===== src/design/urd_pkg.sv =====
// Shared types and constants for the ultrasonic ranging depth controller.
`timescale 1ns / 1ps

package urd_pkg;

   localparam int CSR_INDEX_W = 3;
   localparam int CSR_DATA_W  = 22;

   localparam int PIPE_W      = 22;
   localparam int SPEED_W     = 12;
   localparam int TRIG_W      = 8;
   localparam int TIMEOUT_W   = 16;
   localparam int PAUSE_W     = 20;

   localparam int WID_W       = 16;
   localparam int DIST_W      = 21;
   localparam int DEPTH_W     = 23;
   localparam int PROD_W      = WID_W + SPEED_W;
   localparam int DIST_SHIFT  = 7;

   typedef enum logic [CSR_INDEX_W-1:0] {
      CSR_PIPE_LENGTH   = 3'd0,
      CSR_SPEED         = 3'd1,
      CSR_TRIG_LOW      = 3'd2,
      CSR_TRIG_HIGH     = 3'd3,
      CSR_ECHO_TIMEOUT  = 3'd4,
      CSR_ERROR_PAUSE   = 3'd5,
      CSR_MEASURE_PAUSE = 3'd6
   } csr_index_type;

   typedef enum logic [2:0] {
      PH_TRIG_LOW   = 3'd0,
      PH_TRIG_HIGH  = 3'd1,
      PH_WAIT_RISE  = 3'd2,
      PH_WAIT_FALL  = 3'd3,
      PH_PAUSE_ERR  = 3'd4,
      PH_PAUSE_MEAS = 3'd5
   } phase_type;

   typedef enum logic [1:0] {
      EV_NONE         = 2'd0,
      EV_MEASURE      = 2'd1,
      EV_RISE_TIMEOUT = 2'd2,
      EV_FALL_TIMEOUT = 2'd3
   } event_code_type;

   typedef struct packed {
      logic [PIPE_W-1:0]    pipe_length_q10;
      logic [SPEED_W-1:0]   speed_q16;
      logic [TRIG_W-1:0]    trig_low_us;
      logic [TRIG_W-1:0]    trig_high_us;
      logic [TIMEOUT_W-1:0] echo_timeout_us;
      logic [PAUSE_W-1:0]   error_pause_us;
      logic [PAUSE_W-1:0]   measure_pause_us;
   } cfg_type;

   typedef struct packed {
      logic           trigger_level;
      event_code_type event_code;
      logic [WID_W-1:0] echo_width_us;
   } seq_out_type;

endpackage


===== src/design/ultrasonic_range_depth_controller_unit.sv =====
// Top level: tick input register, ranging sequencer and result register.
`timescale 1ns / 1ps

// Flow: an accepted tick beat waits in the input stage register until the result
// register has room, and then the sequencer's beat is captured in the result register.
// Throughput: one tick beat per cycle unless stalled; the sequencer updates its phase, timer
// and width counter once per beat, and the result register holds one beat under stall.
// Reset (synchronous, active high) clears both stages, puts the sequencer in the
// trigger-low phase with cleared counters and loads the default register values.
module ultrasonic_range_depth_controller_unit #(
   parameter int TIMER_BITS = 20,
   parameter int WIDTH_BITS = 16
) (
   input  logic                               clock,
   input  logic                               reset,
   input  logic                               csr_write_enable,
   input  logic [urd_pkg::CSR_INDEX_W-1:0]    csr_index,
   input  logic [urd_pkg::CSR_DATA_W-1:0]     csr_write_data,
   input  logic                               req_valid,
   output logic                               req_stall,
   input  logic                               req_echo_level,
   output logic                               rsp_valid,
   input  logic                               rsp_stall,
   output logic                               rsp_trigger_level,
   output logic [1:0]                         rsp_event_code,
   output logic [urd_pkg::WID_W-1:0]          rsp_echo_width_us,
   output logic [urd_pkg::DIST_W-1:0]         rsp_distance_q10,
   output logic signed [urd_pkg::DEPTH_W-1:0] rsp_depth_q10
);
   import urd_pkg::*;

   cfg_type      cfg;
   seq_out_type  seq_out;

   logic s1_valid_ff, s1_valid_in;
   logic s1_echo_ff;
   logic out_free;
   logic step;
   logic req_accept;

   logic [DIST_W-1:0]         dist_c;
   logic signed [DEPTH_W-1:0] depth_c;

   logic                      rsp_valid_ff, rsp_valid_in;
   logic                      trig_ff;
   event_code_type            event_ff;
   logic [WID_W-1:0]          width_ff;
   logic [DIST_W-1:0]         dist_ff;
   logic signed [DEPTH_W-1:0] depth_ff;

   urd_csr u_csr (
      .clock            (clock),
      .reset            (reset),
      .csr_write_enable (csr_write_enable),
      .csr_index        (csr_index),
      .csr_write_data   (csr_write_data),
      .cfg              (cfg)
   );

   assign out_free   = !rsp_valid_ff || !rsp_stall;
   assign step       = s1_valid_ff && out_free;
   assign req_stall  = s1_valid_ff && !out_free;
   assign req_accept = req_valid && !req_stall;

   urd_seq #(
      .TIMER_BITS (TIMER_BITS),
      .WIDTH_BITS (WIDTH_BITS)
   ) u_seq (
      .clock      (clock),
      .reset      (reset),
      .step       (step),
      .echo_level (s1_echo_ff),
      .cfg        (cfg),
      .seq_out    (seq_out)
   );

   urd_calc u_calc (
      .measure         (seq_out.event_code == EV_MEASURE),
      .echo_width_us   (seq_out.echo_width_us),
      .speed_q16       (cfg.speed_q16),
      .pipe_length_q10 (cfg.pipe_length_q10),
      .distance_q10    (dist_c),
      .depth_q10       (depth_c)
   );

   always_comb begin
      s1_valid_in = s1_valid_ff;
      if (req_accept) begin
         s1_valid_in = 1'b1;
      end else if (step) begin
         s1_valid_in = 1'b0;
      end
   end

   always_comb begin
      rsp_valid_in = rsp_valid_ff;
      if (step) begin
         rsp_valid_in = 1'b1;
      end else if (rsp_valid_ff && !rsp_stall) begin
         rsp_valid_in = 1'b0;
      end
   end

   always_ff @(posedge clock) begin
      if (reset) begin
         s1_valid_ff  <= 1'b0;
         rsp_valid_ff <= 1'b0;
      end else begin
         s1_valid_ff  <= s1_valid_in;
         rsp_valid_ff <= rsp_valid_in;
      end
   end

   always_ff @(posedge clock) begin
      if (req_accept) begin
         s1_echo_ff <= req_echo_level;
      end
      if (step) begin
         trig_ff  <= seq_out.trigger_level;
         event_ff <= seq_out.event_code;
         width_ff <= seq_out.echo_width_us;
         dist_ff  <= dist_c;
         depth_ff <= depth_c;
      end
   end

   assign rsp_valid         = rsp_valid_ff;
   assign rsp_trigger_level = trig_ff;
   assign rsp_event_code    = event_ff;
   assign rsp_echo_width_us = width_ff;
   assign rsp_distance_q10  = dist_ff;
   assign rsp_depth_q10     = depth_ff;

`ifndef NO_ASSERTIONS
   // Only a measurement beat carries width, distance and depth.
   a_fields_zero: assert property (@(posedge clock) disable iff (reset)
      (rsp_valid_ff && event_ff != EV_MEASURE) |->
         (width_ff == '0 && dist_ff == '0 && depth_ff == '0))
      else $error("result fields nonzero outside a measurement");

   // A measurement ends while waiting for the echo fall, with the trigger low.
   a_meas_trig_low: assert property (@(posedge clock) disable iff (reset)
      (rsp_valid_ff && event_ff == EV_MEASURE) |-> !trig_ff)
      else $error("measurement reported with trigger high");

   // An accepted tick is held in the input stage until the sequencer takes it.
   a_accept_held: assert property (@(posedge clock) disable iff (reset)
      req_accept |=> s1_valid_ff)
      else $error("accepted tick lost from the input stage");

   // The sequencer advances only when the result register can take its beat.
   a_step_room: assert property (@(posedge clock) disable iff (reset)
      step |=> rsp_valid_ff)
      else $error("sequencer beat not captured in the result register");
`endif

endmodule


===== src/design/urd_csr.sv =====
// Configuration register file, written one register per beat.
`timescale 1ns / 1ps

module urd_csr (
   input  logic                              clock,
   input  logic                              reset,
   input  logic                              csr_write_enable,
   input  logic [urd_pkg::CSR_INDEX_W-1:0]   csr_index,
   input  logic [urd_pkg::CSR_DATA_W-1:0]    csr_write_data,
   output urd_pkg::cfg_type                  cfg
);
   import urd_pkg::*;

   cfg_type cfg_ff;
   cfg_type cfg_in;

   always_comb begin
      cfg_in = cfg_ff;
      if (csr_write_enable) begin
         case (csr_index_type'(csr_index))
            CSR_PIPE_LENGTH:   cfg_in.pipe_length_q10  = csr_write_data[PIPE_W-1:0];
            CSR_SPEED:         cfg_in.speed_q16        = csr_write_data[SPEED_W-1:0];
            CSR_TRIG_LOW:      cfg_in.trig_low_us      = csr_write_data[TRIG_W-1:0];
            CSR_TRIG_HIGH:     cfg_in.trig_high_us     = csr_write_data[TRIG_W-1:0];
            CSR_ECHO_TIMEOUT:  cfg_in.echo_timeout_us  = csr_write_data[TIMEOUT_W-1:0];
            CSR_ERROR_PAUSE:   cfg_in.error_pause_us   = csr_write_data[PAUSE_W-1:0];
            CSR_MEASURE_PAUSE: cfg_in.measure_pause_us = csr_write_data[PAUSE_W-1:0];
            default: ;
         endcase
      end
   end

   always_ff @(posedge clock) begin
      if (reset) begin
         cfg_ff.pipe_length_q10  <= PIPE_W'(49152);
         cfg_ff.speed_q16        <= SPEED_W'(885);
         cfg_ff.trig_low_us      <= TRIG_W'(2);
         cfg_ff.trig_high_us     <= TRIG_W'(10);
         cfg_ff.echo_timeout_us  <= TIMEOUT_W'(50000);
         cfg_ff.error_pause_us   <= PAUSE_W'(100000);
         cfg_ff.measure_pause_us <= PAUSE_W'(500000);
      end else begin
         cfg_ff <= cfg_in;
      end
   end

   assign cfg = cfg_ff;

endmodule


===== src/design/urd_seq.sv =====
// Trigger and echo timing state machine, advanced once per tick beat.
`timescale 1ns / 1ps

module urd_seq #(
   parameter int TIMER_BITS = 20,
   parameter int WIDTH_BITS = 16
) (
   input  logic                  clock,
   input  logic                  reset,
   input  logic                  step,
   input  logic                  echo_level,
   input  urd_pkg::cfg_type      cfg,
   output urd_pkg::seq_out_type  seq_out
);
   import urd_pkg::*;

   // Compare width covers both the timer and the widest length register.
   localparam int CW = (TIMER_BITS > PAUSE_W) ? TIMER_BITS : PAUSE_W;
   localparam int MW = (WIDTH_BITS > WID_W) ? WIDTH_BITS : WID_W;
   localparam logic [TIMER_BITS-1:0] TIMER_MAX = {TIMER_BITS{1'b1}};
   localparam logic [WIDTH_BITS-1:0] WIDTH_MAX = {WIDTH_BITS{1'b1}};

   phase_type               phase_ff, phase_in;
   logic [TIMER_BITS-1:0]   timer_ff, timer_in;
   logic [WIDTH_BITS-1:0]   width_ff, width_in;

   logic [TIMER_BITS-1:0]   timer_inc;
   logic [PAUSE_W-1:0]      len_sel;
   logic                    timed_done;
   logic                    timeout_hit;
   logic [MW-1:0]           width_wide;

   assign timer_inc = (timer_ff == TIMER_MAX) ? TIMER_MAX : timer_ff + TIMER_BITS'(1);

   always_comb begin
      case (phase_ff)
         PH_TRIG_HIGH:  len_sel = PAUSE_W'(cfg.trig_high_us);
         PH_PAUSE_ERR:  len_sel = cfg.error_pause_us;
         PH_PAUSE_MEAS: len_sel = cfg.measure_pause_us;
         default:       len_sel = PAUSE_W'(cfg.trig_low_us);
      endcase
   end

   // A zero length still lasts one tick, and a length past the timer's
   // range ends once the timer saturates.
   assign timed_done = (CW'(timer_inc) >= CW'(len_sel)) || (timer_inc == TIMER_MAX);
   assign timeout_hit = (CW'(timer_ff) >= CW'(cfg.echo_timeout_us)) ||
                        (timer_ff == TIMER_MAX);

   // Next state
   always_comb begin
      phase_in = phase_ff;
      timer_in = timer_ff;
      width_in = width_ff;
      case (phase_ff)
         PH_TRIG_HIGH: begin
            timer_in = timer_inc;
            if (timed_done) begin
               phase_in = PH_WAIT_RISE;
               timer_in = '0;
            end
         end
         PH_WAIT_RISE: begin
            if (echo_level) begin
               phase_in = PH_WAIT_FALL;
               timer_in = '0;
               width_in = '0;
            end else if (timeout_hit) begin
               phase_in = PH_PAUSE_ERR;
               timer_in = '0;
            end else begin
               timer_in = timer_inc;
            end
         end
         PH_WAIT_FALL: begin
            if (!echo_level) begin
               phase_in = PH_PAUSE_MEAS;
               timer_in = '0;
            end else if (timeout_hit) begin
               phase_in = PH_PAUSE_ERR;
               timer_in = '0;
            end else begin
               timer_in = timer_inc;
               if (width_ff != WIDTH_MAX) begin
                  width_in = width_ff + WIDTH_BITS'(1);
               end
            end
         end
         PH_PAUSE_ERR, PH_PAUSE_MEAS: begin
            timer_in = timer_inc;
            if (timed_done) begin
               phase_in = PH_TRIG_LOW;
               timer_in = '0;
            end
         end
         default: begin
            phase_in = PH_TRIG_LOW;
            timer_in = timer_inc;
            if (timed_done) begin
               phase_in = PH_TRIG_HIGH;
               timer_in = '0;
            end
         end
      endcase
   end

   assign width_wide = MW'(width_ff);

   // Outputs
   always_comb begin
      seq_out.trigger_level = 1'b0;
      seq_out.event_code    = EV_NONE;
      seq_out.echo_width_us = '0;
      case (phase_ff)
         PH_TRIG_HIGH: begin
            seq_out.trigger_level = 1'b1;
         end
         PH_WAIT_RISE: begin
            if (!echo_level && timeout_hit) begin
               seq_out.event_code = EV_RISE_TIMEOUT;
            end
         end
         PH_WAIT_FALL: begin
            if (!echo_level) begin
               seq_out.event_code    = EV_MEASURE;
               seq_out.echo_width_us = (width_wide > MW'({WID_W{1'b1}})) ?
                                       {WID_W{1'b1}} : width_wide[WID_W-1:0];
            end else if (timeout_hit) begin
               seq_out.event_code = EV_FALL_TIMEOUT;
            end
         end
         default: ;
      endcase
   end

   always_ff @(posedge clock) begin
      if (reset) begin
         phase_ff <= PH_TRIG_LOW;
         timer_ff <= '0;
         width_ff <= '0;
      end else if (step) begin
         phase_ff <= phase_in;
         timer_ff <= timer_in;
         width_ff <= width_in;
      end
   end

endmodule


===== src/design/urd_calc.sv =====
// Distance and depth arithmetic for a finished echo measurement.
`timescale 1ns / 1ps

module urd_calc (
   input  logic                               measure,
   input  logic [urd_pkg::WID_W-1:0]          echo_width_us,
   input  logic [urd_pkg::SPEED_W-1:0]        speed_q16,
   input  logic [urd_pkg::PIPE_W-1:0]         pipe_length_q10,
   output logic [urd_pkg::DIST_W-1:0]         distance_q10,
   output logic signed [urd_pkg::DEPTH_W-1:0] depth_q10
);
   import urd_pkg::*;

   logic [PROD_W-1:0]  product;
   logic [DIST_W-1:0]  dist_raw;

   assign product  = PROD_W'(echo_width_us) * PROD_W'(speed_q16);
   assign dist_raw = product[DIST_SHIFT +: DIST_W];

   // Depth goes negative when the echo runs past the pipe; its signed width holds the full range.
   assign distance_q10 = measure ? dist_raw : '0;
   assign depth_q10    = measure ? signed'(DEPTH_W'(pipe_length_q10) - DEPTH_W'(dist_raw)) : '0;

endmodule

===== config.mk =====
export PLATFORM = sky130hd
export DESIGN_NAME = ultrasonic_range_depth_controller_unit
export DESIGN_NICKNAME = d
export VERILOG_FILES = /design/src/design/urd_pkg.sv /design/src/design/ultrasonic_range_depth_controller_unit.sv /design/src/design/urd_csr.sv /design/src/design/urd_seq.sv /design/src/design/urd_calc.sv
export SDC_FILE = /design/constraint.sdc
export NUM_CORES = 1
export LEC_CHECK = 0
export BUFFER_PORTS_ARGS = -buffer_cell sky130_fd_sc_hd__buf_2
export CELL_PAD_IN_SITES_DETAIL_PLACEMENT = 1
export CELL_PAD_IN_SITES_GLOBAL_PLACEMENT = 1
export CORE_MARGIN = 5
export CORE_UTILIZATION = 43
export CTS_CLUSTER_DIAMETER = 40
export DETAILED_ROUTE_END_ITERATION = 7
export PLACE_DENSITY = 0.78
export SYNTH_ARGS = -nofsm -noshare
export SYNTH_HDL_FRONTEND = slang
export SYNTH_SLANG_ARGS = --single-unit

===== constraint.sdc =====
create_clock -name clock -period 8.3 [get_ports clock]
set_input_delay 0.415 -clock clock [delete_from_list [all_inputs] [get_ports clock]]
set_output_delay 0.415 -clock clock [all_outputs]
set_load 0.005 [all_outputs]

Word level (Yosys, flattened, before mapping)
Cells that the tools add are included.

cells by class
  reductions and logical operators = 27
  eq/ne operators = 21
  add/subtract/negate cells = 3
  $lt $le $gt $ge = 3
  mux-type cells = 31
  multipliers = 1

operators by type and width
  cell                   count
  $mux 16                7
  $mux 20                5
  $pmux 20 s3            1
  $eq 20x20->1 const B   2
  $pmux 20 s2            1
  $pmux 16 s2            1
  $mul 16x12->28         1
  $sub 22x21->23         1
  $add 20x1->20 const B  1
  $ge 20x16->1           1
  $ge 20x20->1           1
  $add 16x1->16 const B  1
  $gt 16x16->1 const B   1
  $ne 16x16->1 const B   1
  $eq 3x3->1 const B     5
  $mux 3                 5
  $reduce_and 2->1       7
  $eq 3x2->1 const B     4
  $pmux 3 s4             1
  $eq 3x1->1 const B     2
  $mux 1                 6
  $mux 2                 3
  $ne 2x1->1 const B     3
  $ne 2x2->1 const B     3
  10 further kinds       22

storage, ports and cells
  bits in registers = 211
  input bits = 31

Logic depth before layout (Yosys ltp)
Gate-level depths: netlist (run 1).

  word-level depth = 7
  gate-level depth with buffers = 39
  mapped depth without buffers = 36

Cells and area by module
Synthesis (run 1) repeated with hierarchy kept, for this count alone.

second synthesis, totals
  cells, all modules = 1866
  area, all modules = 17319.1 um^2

by module, submodules not included
  module                                  area an instance (um^2)  instances  sequential area each (um^2)  cells each
  urd_calc                                7292.0                   1          0.0                          909
  urd_csr                                 4244.1                   1          2122.0                       401
  urd_seq                                 3768.6                   1          780.7                        481
  ultrasonic_range_depth_controller_unit  2014.4                   1          1961.9                       75

Worst setup path after synthesis (run 1)
No wires, ideal clock.

  kind = reg2reg
  start point = reg u_seq.phase_ff[1]
  end point = reg depth_ff[21] (netlist: rsp_depth_q10[21]), data pin
  slack = -0.399 ns
  data required time = 8.038 ns
  data arrival time = 8.436 ns
  library setup time = 0.262 ns
  path buffers = 3
  cell stages (with the launch flop) = 35
  cell sequence = dfxtp_1 clkbuf_1 inv_1 nor3_1 clkbuf_1 and2_1 clkbuf_1 nand2_1 fa_1 inv_1 fa_1 fa_1 fa_1 inv_1 fa_1 inv_1 ha_1 and4_1 and2_1 a22o_1 or2_2 o21ai_0 nand2b_1 a21oi_1 xor2_1 ha_1 nand2_1 o31ai_1 nor2_1 maj3_1 maj3_2 a2111oi_0 nor4_1 a22oi_1 mux2i_1

RTL lines
  what                    RTL line                                       RTL
  from (decl)             urd_seq.sv:23                                  phase_type phase_ff, phase_in;
  from (signal assigned)  urd_seq.sv:142                                 phase_ff <= phase_in;
  to (signal assigned)    ultrasonic_range_depth_controller_unit.sv:123  depth_ff <= depth_c;
  to (decl)               ultrasonic_range_depth_controller_unit.sv:49   logic signed [DEPTH_W-1:0] depth_ff;

==> reports/qor_table.md, run 1 <==
| Quantity | Value | Unit |
| --- | --- | --- |
| Status | complete, but fails checks | - |
| Violated checks | setup timing | - |
| Avg Vias per Cell | 5.72 | - |
| Worst path slowest cell | fa_2 | - |
| NumNets Final | 2444 | - |
| EDFF count, synth | 64 | - |
| Peak supply drop | 0.174 | mV |
| Initial antenna violation count | 1 | - |
| Detailed Route WL | 61900 | um |
| Kind of start point of the critical path | register | - |
| Worst R2R Path Depth | 34 | - |
| Cell area power density | 147 | nW/um^2 |
| Die X-Extent | 207 | um |
| Fraction of the cycle the final worst path needs | 1.02 | - |
| Critical Path End Type | register | - |
| Initial core utilization | 0.433 | - |
| Clock period minus final worst setup slack | 8490 | ps |
| Post-layout worst setup margin | -192 | ps |
| Number of sinks handled by clock tree synthesis | 211 | - |
| Deepest level of the CTS H-tree | 2 | - |
| Vertical die dimension | 207 | um |
| Slew Limit Headroom | 0.257 | - |
| Number of CTS-inserted buffers | 39 | - |
| Hold Path Cell Cnt | 1 | - |
| Layout cells sized above 1 | 0.239 | - |
| Total number of vias | 15500 | - |
| Number of buffers on the longest clock path | 3 | - |
| Largest stage delay on the critical path | 600 | ps |
| Total track usage | 0.260 | - |
| Overall power after layout | 3.09 | mW |
| Pre-antenna DRT Iters | 5 | - |
| Root buffer cell | clkbuf_16 | - |
| Number of top-level pins | 96 | - |
| Required time of the worst setup path | 8710 | ps |
| Worst setup skew after layout | 33.0 | ps |
| Worst min-delay path startpoint | req_echo_level | - |
| Synthesized netlist net count | 2227 | - |
| Biggest fanout along the worst timing path | 6 | - |
| Number of distinct library cells after synthesis | 73 | - |
| Maximum number of pins on one net before global-route repair | 84 | - |
| Port Buf Inserts | 95 | - |
| Clock-pin slew of the registers on the worst-case setup and hold paths | 60 | ps |
| Synth Area per Inst | 8.58 | um^2 |
| Static power due to leakage | 9.37 | nW |
| Gate family responsible for the most delay along the worst path | adder cells | - |
| Core region area | 38500 | um^2 |
| Area growth from synthesis to final layout | 26.0 | % |
| Leading post-synthesis cells by instance count | nand2_1, inv_1, dfxtp_1 | - |
| Setup Slack @ Placement | -378 | ps |
| Later-pin clock latency in the skew report | 580 | ps |
| Critical path type | register to register | - |
| Post-detailed-route wirelength per cell | 22.9 | um |
| Half-perimeter wire length after detailed placement | 40600 | um |
| Async SR Flop Fraction | 0 | - |
| Total of max-cap violations | 0 | - |
| Num rows | 72 | - |
| Die area | 42800 | um^2 |
| Synthesis warning total | 0 | - |
| Reg-to-reg startpoint | s1_echo_ff | - |
| Post-synthesis cell type with the largest combined area | dfxtp_1 | - |
| Endpoint with the worst hold slack | s1_echo_ff | - |
| Count of cell instances traversed by the critical path | 34 | - |
| Slew Viols, Final | 0 | - |
| Data arrival at the endpoint of the critical path | 8900 | ps |
| Maximum achievable frequency | 118 | MHz |
| Setup repair after global routing missed its margin | true | - |
| Number of failing hold endpoints at the final stage | 0 | - |
| Total buffers and inverters traversed by the critical path | 7 | - |
| Clock tree from TritonCTS | built | - |
| Post-Syn Instances | 1943 | - |
| Ranking of synthesized cells by area | dfxtp_1, fa_1, edfxtp_1 | - |
| Slew at the pin closest to its max-slew limit | 1110 | ps |
| # setup viols final | 6 | - |
| First-pass GRT wire length | 88200 | um |
| Library cell with the highest instance count after synthesis | nand2_1 | - |
| Final Wtd Congestion | 0.937 | - |
| FF+latch count, synth | 211 | - |
| Seq/Total Area, Yosys | 0.292 | - |
| Detailed-route DRC error count | 0 | - |
| Remaining global-route overflow | 0 | - |
| Area of the mapped netlist | 16700 | um^2 |
| Via count of the first global-routing pass | 16300 | - |
| Area share of the leading cell type in the synthesized netlist | 0.177 | - |
| Commonest register cell after synthesis | dfxtp_1 | - |
| Detailed router's first-iteration violation count | 1118 | - |
| Worst reg2reg endpoint | rsp_depth_q10[21] | - |
| Post-detailed-route count of antenna-violating nets | 0 | - |
| HP Class | primary input to register | - |
| Reg2reg setup slack | -190 | ps |
[per-layer routing]
layer | track usage | vias to the layer above | part of all wire
met5 | 0 | - | 0
met4 | 0.0907 | 0 | 0.052
met3 | 0.0377 | 228 | 0.056
met2 | 0.470 | 586 | 0.50
met1 | 0.317 | 7794 | 0.39
li1 | - | 6880 | -
[where the power goes]
group | total (mW) | internal (mW) | leakage (nW) | switching [mW]
Clock | 1.67 | 1.06 | 0.644 | 0.608
Sequential | 1.11 | 1.09 | 1.80 | 0.0219
Combinational | 0.310 | 0.125 | 6.93 | 0.184
Total | 3.09 | 2.28 | 9.37 | 0.814
[cell usage in the layout, fill, tap and decap left out, drive strengths merged, types with 7 or more instances in the layout]
cell type | Yosys | routed
ha | 113 | 113
inv | 228 | 234
xnor2 | 27 | 27
nand2 | 401 | 401
o22ai | 9 | 9
buf | 11 | 283
and3 | 60 | 60
clkinv | 0 | 7
xor2 | 22 | 22
mux2i | 12 | 12
nor2b | 13 | 13
a21o | 28 | 28
clkinvlp | 0 | 7
nand4 | 11 | 11
o21ai | 34 | 34
a211o | 9 | 9
or3 | 7 | 7
mux2 | 16 | 16
nand2b | 14 | 14
and4 | 7 | 7
a21oi | 127 | 127
nand3b | 26 | 26
or2 | 11 | 11
a211oi | 10 | 10
or4 | 8 | 8
dfxtp | 147 | 147
edfxtp | 64 | 64
nand3 | 29 | 29
nor2 | 97 | 97
nor3b | 8 | 8
fa | 140 | 140
and2 | 32 | 32
a22o | 22 | 22
clkbuf | 96 | 48
nor3 | 18 | 18
o21a | 9 | 9
o31ai | 9 | 9
nor4 | 7 | 7
[layout make-up]
| class | count | area [um^2] |
|---|---|---|
| Tap cell | 518 | 648 |
| Antenna cell | 1 | 2.50 |
| Clock inverter | 24 | 278 |
| Clock buffer | 48 | 1080 |
| Timing Repair Buffer | 283 | 2080 |
| Inverter | 228 | 856 |
| Multi-Input combinational cell | 1397 | 11200 |
| Sequential cell | 211 | 4870 |
| Fill cell | 4422 | 17500 |
[worst register-to-register path, delay by kind of cell (launching register included)]
family | cells | cell delay, ps
AO/OA/AOI/OAI | 8 | 1580
buffers and inverters | 7 | 710
XOR/XNOR | 1 | 140
multiplexers | 1 | 210
flip-flops | 1 | 450
AND/OR/NAND/NOR | 8 | 1200
adder cells (fa/ha/maj) | 9 | 4050
[stage by stage]
stage          setup TNS [ps]  utilization  cells  hold WS (ps)  area (um^2)
6_report                 -661        0.546   2710          80.9        21000
3_3_place_gp            -52.0        0.480   2587           439        18500
2_1_floorplan               0            -   1943           433        16700
4_1_cts                     0        0.525   2674          53.6        20200
3_5_place_dp            -1370        0.480   2587           449        18500
5_1_grt                 -2270        0.546   2710          52.8        21000
[flip-flops by register name, indices dropped and copies added, names as in the netlist, 2 cells and up]
| name | cells |
|---|---|
| rsp_depth_q10 | 23 |
| rsp_distance_q10 | 21 |
| rsp_echo_width_us | 16 |
| rsp_event_code | 2 |
| u_csr.cfg | 106 |
| u_seq.phase_ff | 3 |
| u_seq.timer_ff | 20 |
| u_seq.width_ff | 16 |
[worst max-delay path by stage]
stage	start	endpoint	slack, ps
2_1_floorplan	u_seq.phase_ff[1]	rsp_depth_q10[21]	30
3_3_place_gp	s1_echo_ff	rsp_depth_q10[21]	-50
3_5_place_dp	s1_echo_ff	rsp_depth_q10[21]	-380
4_1_cts	u_seq.phase_ff[2]	rsp_depth_q10[21]	0.5
5_1_grt	s1_echo_ff	rsp_depth_q10[21]	-400
6_report	s1_echo_ff	rsp_depth_q10[21]	-190
[cells by family (layout without fill, tap and decap cells)]
kind of cell | after synthesis | in the layout | share of synthesized area
simple gates | 756 | 756 | 0.212
mux | 28 | 28 | 0.0180
buf+inv | 335 | 583 | 0.0765
fa+ha+maj | 258 | 258 | 0.256
flops | 211 | 211 | 0.292
xor+xnor | 49 | 49 | 0.0258
other cells | 0 | 1 | 0
compound gates | 306 | 306 | 0.119
[what timing repair did]
action,CTS,global route
gates resized for setup,54,133
hold buffers,0,0
endpoints found under the hold margin,0,0
gates cloned,2,0
endpoints found under the setup margin,7,8
pin swaps,31,95
buffers inserted,14,38
No activity file was read; power rests on OpenSTA's default activity.
==> inputs of run 2 (changes only) <==
CORE_ASPECT_RATIO = 0.5   (was default)
==> run 2 against run 1 <==
The flow still finishes with violations (setup timing). Routed wire length is 7.3% lower. Clock power shrank 18%. Flip-flop and latch count stayed put. Die area is 0.56% higher. Critical path depth increased by 1. First-iteration DRC count shrank 5.5%. Register-to-register slack better by 70 ps. Total power fell by 9.9%. Combinational power fell by 1%. Setup slack improved by 75 ps.
==> reports/qor_table.md, run 2 (synthesis results as in run 1) <==
| Quantity | Value | Unit | Delta |
| --- | --- | --- | --- |
| Status | complete, but fails checks | - | unchanged |
| Violated checks | setup timing | - | unchanged |
| Post-layout worst setup margin | -117 | ps | was -192 ps |
| Biggest fanout along the worst timing path | 8 | - | was 6 |
| Total track usage | 0.247 | - | was 0.260 |
| Cell area power density | 137 | nW/um^2 | was 147 nW/um^2 |
| First-pass GRT wire length | 85100 | um | was 88200 um |
| Die X-Extent | 288 | um | was 207 um |
| Maximum number of pins on one net before global-route repair | 66 | - | was 84 |
| Post-detailed-route wirelength per cell | 21.5 | um | was 22.9 um |
| # setup viols final | 3 | - | was 6 |
| Standard cell area after detailed placement | 18300 | um^2 | was 18500 um^2 |
| Later-pin clock latency in the skew report | 600 | ps | was 580 ps |
| Largest stage delay on the critical path | 560 | ps | was 600 ps |
| Diodes inserted | 0 | - | was 1 |
| Initial core utilization | 0.432 | - | was 0.433 |
| Port Buf Inserts | 95 | - | unchanged |
| Number of CTS-inserted buffers | 31 | - | was 39 |
| Commonest non-fill, non-tap cell in the layout | nand2_1 | - | unchanged |
| Via count of the first global-routing pass | 15500 | - | was 16300 |
| Wl on met1 | 24400 | um | was 24100 um |
| Number of buffers on the longest clock path | 3 | - | unchanged |
| Number of sinks handled by clock tree synthesis | 211 | - | unchanged |
| Initial antenna violation count | 0 | - | was 1 |
| Root buffer cell | clkbuf_16 | - | unchanged |
| Number of non-filler instances in the completed layout | 2667 | - | was 2710 |
| Number of failing hold endpoints at the final stage | 0 | - | unchanged |
| Total of max-cap violations | 0 | - | unchanged |
| Avg Vias per Cell | 5.60 | - | was 5.72 |
| Cell repeated most along the worst path | fa_1 | - |  |
| Slew Viols, Final | 0 | - | unchanged |
| Setup repair after global routing missed its margin | true | - | unchanged |
| Final Wtd Congestion | 0.905 | - | was 0.937 |
| Detailed-route DRC error count | 0 | - | unchanged |
| Highest routed metal layer | met4 | - | unchanged |
| Length of routed met3 wiring | 3720 | um | was 3480 um |
| Vertical die dimension | 149 | um | was 207 um |
| Num rows | 51 | - | was 72 |
| Final instance area | 20300 | um^2 | was 21000 um^2 |
| Critical Path End Type | register | - | unchanged |
| Routed length on met2 | 27900 | um | was 31100 um |
| Deepest level of the CTS H-tree | 1 | - | was 2 |
| Kind of start point of the critical path | register | - | unchanged |
| Die area | 43000 | um^2 | was 42800 um^2 |
| HP Class | primary input to register | - | unchanged |
| End-of-flow core utilization | 0.526 | - | was 0.546 |
| Slew at the pin closest to its max-slew limit | 1070 | ps | was 1110 ps |
| Reg2reg setup slack | -120 | ps | was -190 ps |
| Detailed router's first-iteration violation count | 1056 | - | was 1118 |
| Clock-pin slew of the registers on the worst-case setup and hold paths | 60 | ps | about the same |
| Most used cells in the layout excluding fill and tap cells | nand2_1, inv_1, dfxtp_1 | - | was nand2_1, inv_1, buf_4 |
| Layout cells sized above 1 | 0.206 | - | was 0.239 |
| Fraction of the cycle the final worst path needs | 1.01 | - | was 1.02 |
| Worst path slowest cell | fa_1 | - | was fa_2 |
| Overall power after layout | 2.79 | mW | was 3.09 mW |
| Area growth from synthesis to final layout | 21.8 | % | was 26.0% |
| Worst setup skew after layout | 19.7 | ps | was 33.0 ps |
| Static power due to leakage | 9.03 | nW | was 9.37 nW |
| Required time of the worst setup path | 8650 | ps | was 8710 ps |
| Half-perimeter wire length after detailed placement | 39700 | um | was 40600 um |
| Remaining global-route overflow | 0 | - | unchanged |
| Pre-antenna DRT Iters | 5 | - | unchanged |
| Number of top-level pins | 96 | - | unchanged |
| Maximum achievable frequency | 119 | MHz | was 118 MHz |
| Slew Limit Headroom | 0.283 | - | was 0.257 |
| Cell count after placement | 2579 | - | was 2587 |
| Detailed Route WL | 57400 | um | was 61900 um |
| NumNets Final | 2396 | - | was 2444 |
| Number of flip-flops under the largest register name | 106 | - | unchanged |
| Clock period minus final worst setup slack | 8420 | ps | was 8490 ps |
| Core region area | 38600 | um^2 | was 38500 um^2 |
| Clock tree from TritonCTS | built | - | unchanged |
| Data arrival at the endpoint of the critical path | 8770 | ps | was 8900 ps |
| Critical path type | register to register | - | unchanged |
| Total number of vias | 14900 | - | was 15500 |
| Post-detailed-route count of antenna-violating nets | 0 | - | unchanged |
| Peak supply drop | 0.158 | mV | was 0.174 mV |
[run 2: cell types whose count changed in the layout (fill, tap and decap cells not counted), moves of 5 or more]
| cell | change |
|---|---|
| nand2_2 | -6 |
| clkinvlp_4 | -6 |
| inv_2 | -7 |
| inv_1 | +7 |
| clkbuf_16 | -8 |
| buf_6 | -10 |
| inv_8 | +5 |
| nand2_1 | +9 |
| buf_4 | -29 |
[run 2: critical path, delay by kind of cell (launching register included)]
family	cells	cell delay (ps)
adder cells (fa/ha/maj)	9	3630
AO/OA/AOI/OAI	8	1570
AND/OR/NAND/NOR	8	1250
buffers and inverters	8	890
flip-flops	1	470
XOR/XNOR	2	350
[run 2: timing repair]
item                       in CTS  in global routing
resized for setup              35                111
hold endpoints to repair        1                  0
gates cloned                    1                  3
setup endpoints to repair       6                  8
setup buffers                   8                 18
hold buffers                    1                  0
pin swaps                      11                 82
[run 2: area by class of cell]
class                   instances  area [um^2]
clock buffers                  34          797
multi-input cells            1397        11100
clock inverters                24          284
repair buffers                243         1740
inverters                     228          856
flip-flops and latches        211         4860
well taps                     530          663
fillers                      4502        18300
[run 2: through the flow]
step                setup WS, ps  hold WS [ps]  setup TNS (ps)
finish                      -117          53.7            -219
global route                -428          44.9           -2000
detailed placement          -262           449            -884
floorplan                   25.5           433               0
global placement            54.7           439               0
CTS                        -17.9          35.1           -17.9
[run 2: path summary, 6_finish.rpt]
check                start                end  cells after the start
max             s1_echo_ff  rsp_depth_q10[19]                     35
min              req_valid        s1_valid_ff                      3
max reg2reg     s1_echo_ff  rsp_depth_q10[19]                     35
min reg2reg  u_csr.cfg[37]      u_csr.cfg[37]                      2
[run 2: metal layers]
metal,GRT usage,up-vias
met5,0,-
met4,0.0474,0
met3,0.0389,111
met2,0.424,464
met1,0.335,7593
li1,-,6779
[run 2: power by group]
part / switching, mW / internal, mW / total [mW]
sequential: 0.0208 / 1.09 / 1.11
combinational: 0.183 / 0.123 / 0.306
clock: 0.583 / 0.788 / 1.37
==> inputs of run 3 (changes only) <==
REMOVE_ABC_BUFFERS = 1   (was default)
==> run 3 against run 2 <==
The run still ends with setup timing left. Routed wire length rose by 6.9%. Global-route usage rose by 0.78 points. First-iteration DRC count rose by 17%. Utilization rose by 0.89 points. Die area did not move. Largest power group unchanged.
==> reports/qor_table.md, run 3 (synthesis results as in run 1) <==
| Quantity | Value | Unit | Delta |
| --- | --- | --- | --- |
| Status | complete, but fails checks | - | unchanged |
| Violated checks | setup timing | - | unchanged |
| Slew Limit Headroom | 0.176 | - | was 0.283 |
| Port Buf Inserts | 95 | - | unchanged |
| Diodes inserted | 0 | - | unchanged |
| Slew Viols, Final | 0 | - | unchanged |
| Clock period minus final worst setup slack | 8420 | ps | about the same |
| Remaining global-route overflow | 0 | - | unchanged |
| Total of max-cap violations | 0 | - | unchanged |
| Setup TNS | -493 | ps | was -219 ps |
| Core region area | 38600 | um^2 | unchanged |
| Number of buffers on the longest clock path | 3 | - | unchanged |
| Final Wtd Congestion | 0.873 | - | was 0.905 |
| Post-detailed-route wirelength per cell | 22.6 | um | was 21.5 um |
| Commonest non-fill, non-tap cell in the layout | nand2_1 | - | unchanged |
| Cell area power density | 137 | nW/um^2 | about the same |
| Via count of the first global-routing pass | 15700 | - | was 15500 |
| Num rows | 51 | - | unchanged |
| Static power due to leakage | 9.29 | nW | was 9.03 nW |
| Number of flip-flops under the largest register name | 106 | - | unchanged |
| Required time of the worst setup path | 8650 | ps | about the same |
| Clock-pin slew of the registers on the worst-case setup and hold paths | 70 | ps | was 60 ps |
| Later-pin clock latency in the skew report | 600 | ps | about the same |
| # setup viols final | 7 | - | was 3 |
| Clock tree from TritonCTS | built | - | unchanged |
| Setup repair after global routing missed its margin | true | - | unchanged |
| Number of sinks handled by clock tree synthesis | 211 | - | unchanged |
| Layout cells sized above 1 | 0.221 | - | was 0.206 |
| GRT met2 Usage | 0.435 | - | was 0.424 |
| Worst R2R Path Depth | 36 | - | was 35 |
| Final instance area | 20600 | um^2 | was 20300 um^2 |
| Fraction of the cycle the final worst path needs | 1.01 | - | about the same |
| Slew at the pin closest to its max-slew limit | 1230 | ps | was 1070 ps |
| HP Class | primary input to register | - | unchanged |
| Cell count after placement | 2634 | - | was 2579 |
| Critical Path End Type | register | - | unchanged |
| Number of failing hold endpoints at the final stage | 0 | - | unchanged |
| Total buffers and inverters traversed by the critical path | 10 | - | was 8 |
| Pre-antenna DRT Iters | 5 | - | unchanged |
| Largest stage delay on the critical path | 560 | ps | about the same |
| Half-perimeter wire length after detailed placement | 39900 | um | was 39700 um |
| Biggest fanout along the worst timing path | 6 | - | was 8 |
| Detailed-route DRC error count | 0 | - | unchanged |
| Number of non-filler instances in the completed layout | 2713 | - | was 2667 |
| Most used cells in the layout excluding fill and tap cells | nand2_1, inv_1, buf_4 | - | was nand2_1, inv_1, dfxtp_1 |
| Kind of start point of the critical path | register | - | unchanged |
| Critical path type | register to register | - | unchanged |
| Avg Vias per Cell | 5.67 | - | was 5.60 |
| Worst setup skew after layout | 17.9 | ps | was 19.7 ps |
| Number of top-level pins | 96 | - | unchanged |
| Hold slack final | 47.6 | ps | was 53.7 ps |
| Initial core utilization | 0.432 | - | unchanged |
| Grt met1 use | 0.345 | - | was 0.335 |
| Gate family responsible for the most delay along the worst path | adder cells | - | unchanged |
| Vertical die dimension | 149 | um | unchanged |
| Data arrival at the endpoint of the critical path | 8770 | ps | about the same |
| End-of-flow core utilization | 0.535 | - | was 0.526 |
| Maximum number of pins on one net before global-route repair | 66 | - | unchanged |
| Global-route track usage on met3 | 0.0394 | - | was 0.0389 |
| Worst path slowest cell | fa_1 | - | unchanged |
| NumNets Final | 2443 | - | was 2396 |
| Maximum achievable frequency | 119 | MHz | about the same |
| Post-detailed-route count of antenna-violating nets | 0 | - | unchanged |
| Count of cell instances traversed by the critical path | 36 | - | was 35 |
| Detailed Route WL | 61400 | um | was 57400 um |
| Most used routing layer | met2 | - | unchanged |
| Deepest level of the CTS H-tree | 1 | - | unchanged |
| First-pass GRT wire length | 87200 | um | was 85100 um |
| Detailed router's first-iteration violation count | 1235 | - | was 1056 |
| Area growth from synthesis to final layout | 23.9 | % | was 21.8% |
| Standard cell area after detailed placement | 18700 | um^2 | was 18300 um^2 |
| Cell repeated most along the worst path | buf_4 | - | was fa_1 |
| Initial antenna violation count | 1 | - | was 0 |
| Peak supply drop | 0.160 | mV | was 0.158 mV |
| Post-layout worst setup margin | -115 | ps | was -117 ps |
| Total track usage | 0.255 | - | was 0.247 |
| Hold Path Cell Cnt | 3 | - | unchanged |
| Die area | 43000 | um^2 | unchanged |
| Die X-Extent | 288 | um | unchanged |
| Total number of vias | 15400 | - | was 14900 |
| Number of CTS-inserted buffers | 30 | - | was 31 |
| Root buffer cell | clkbuf_16 | - | unchanged |
[run 3: cell type report]
| cell class | count | area [um^2] |
|---|---|---|
| fill | 4505 | 18000 |
| multi-input combinational | 1397 | 11200 |
| sequential | 211 | 4860 |
| timing repair buffer | 291 | 2010 |
| inverter | 228 | 856 |
| clock buffer | 34 | 818 |
| tap | 530 | 663 |
| clock inverter | 22 | 284 |
[run 3: repair_timing]
item                                    CTS  global route
hold buffers                              0             1
pin swaps                                16            68
cloned                                    1             0
setup buffers                             7            14
endpoints found under the setup margin    8             8
endpoints found under the hold margin     0             1
resized for setup                        45            97
[run 3: metal layers]
layer / wire length (um) / share of wire / vias up
met4: 1960 / 0.032 / 0
met5: 0 / 0 / -
met3: 4080 / 0.066 / 147
met1: 25500 / 0.42 / 7776
li1: - / - / 6862
met2: 29800 / 0.49 / 603
[run 3: worst register-to-register path, delay by kind of cell, from the launching register on]
family	cells	cell delay, ps
adders and majority gates	8	3490
DFF	1	390
AOI/OAI and AO/OA	8	1450
and+or+nand+nor	9	1420
xor gates and xnor gates	1	240
buffers and inverters	10	1190
[run 3: report_power, final]
group | switching [mW] | internal [mW]
clock | 0.598 | 0.804
combinational | 0.191 | 0.125
sequential | 0.0203 | 1.09
[run 3: path summary, 6_finish.rpt]
kind | from | end | slack (ps)
worst max register to register | s1_echo_ff | rsp_depth_q10[18] | -120
worst max-delay path | s1_echo_ff | rsp_depth_q10[18] | -120
worst min register to register | u_csr.cfg[23] | u_csr.cfg[23] | 460
worst min-delay path | req_valid | s1_valid_ff | 50
[run 3: metrics by stage]
| step | power [mW] | worst slack [ps] |
|---|---|---|
| final | 2.83 | -115 |
| after CTS | 2.82 | 27.7 |
| after global placement | 1.41 | -68.7 |
| after detailed placement | 1.42 | -363 |
| after global routing | 2.91 | -319 |
| after floorplan | 1.29 | -2910 |
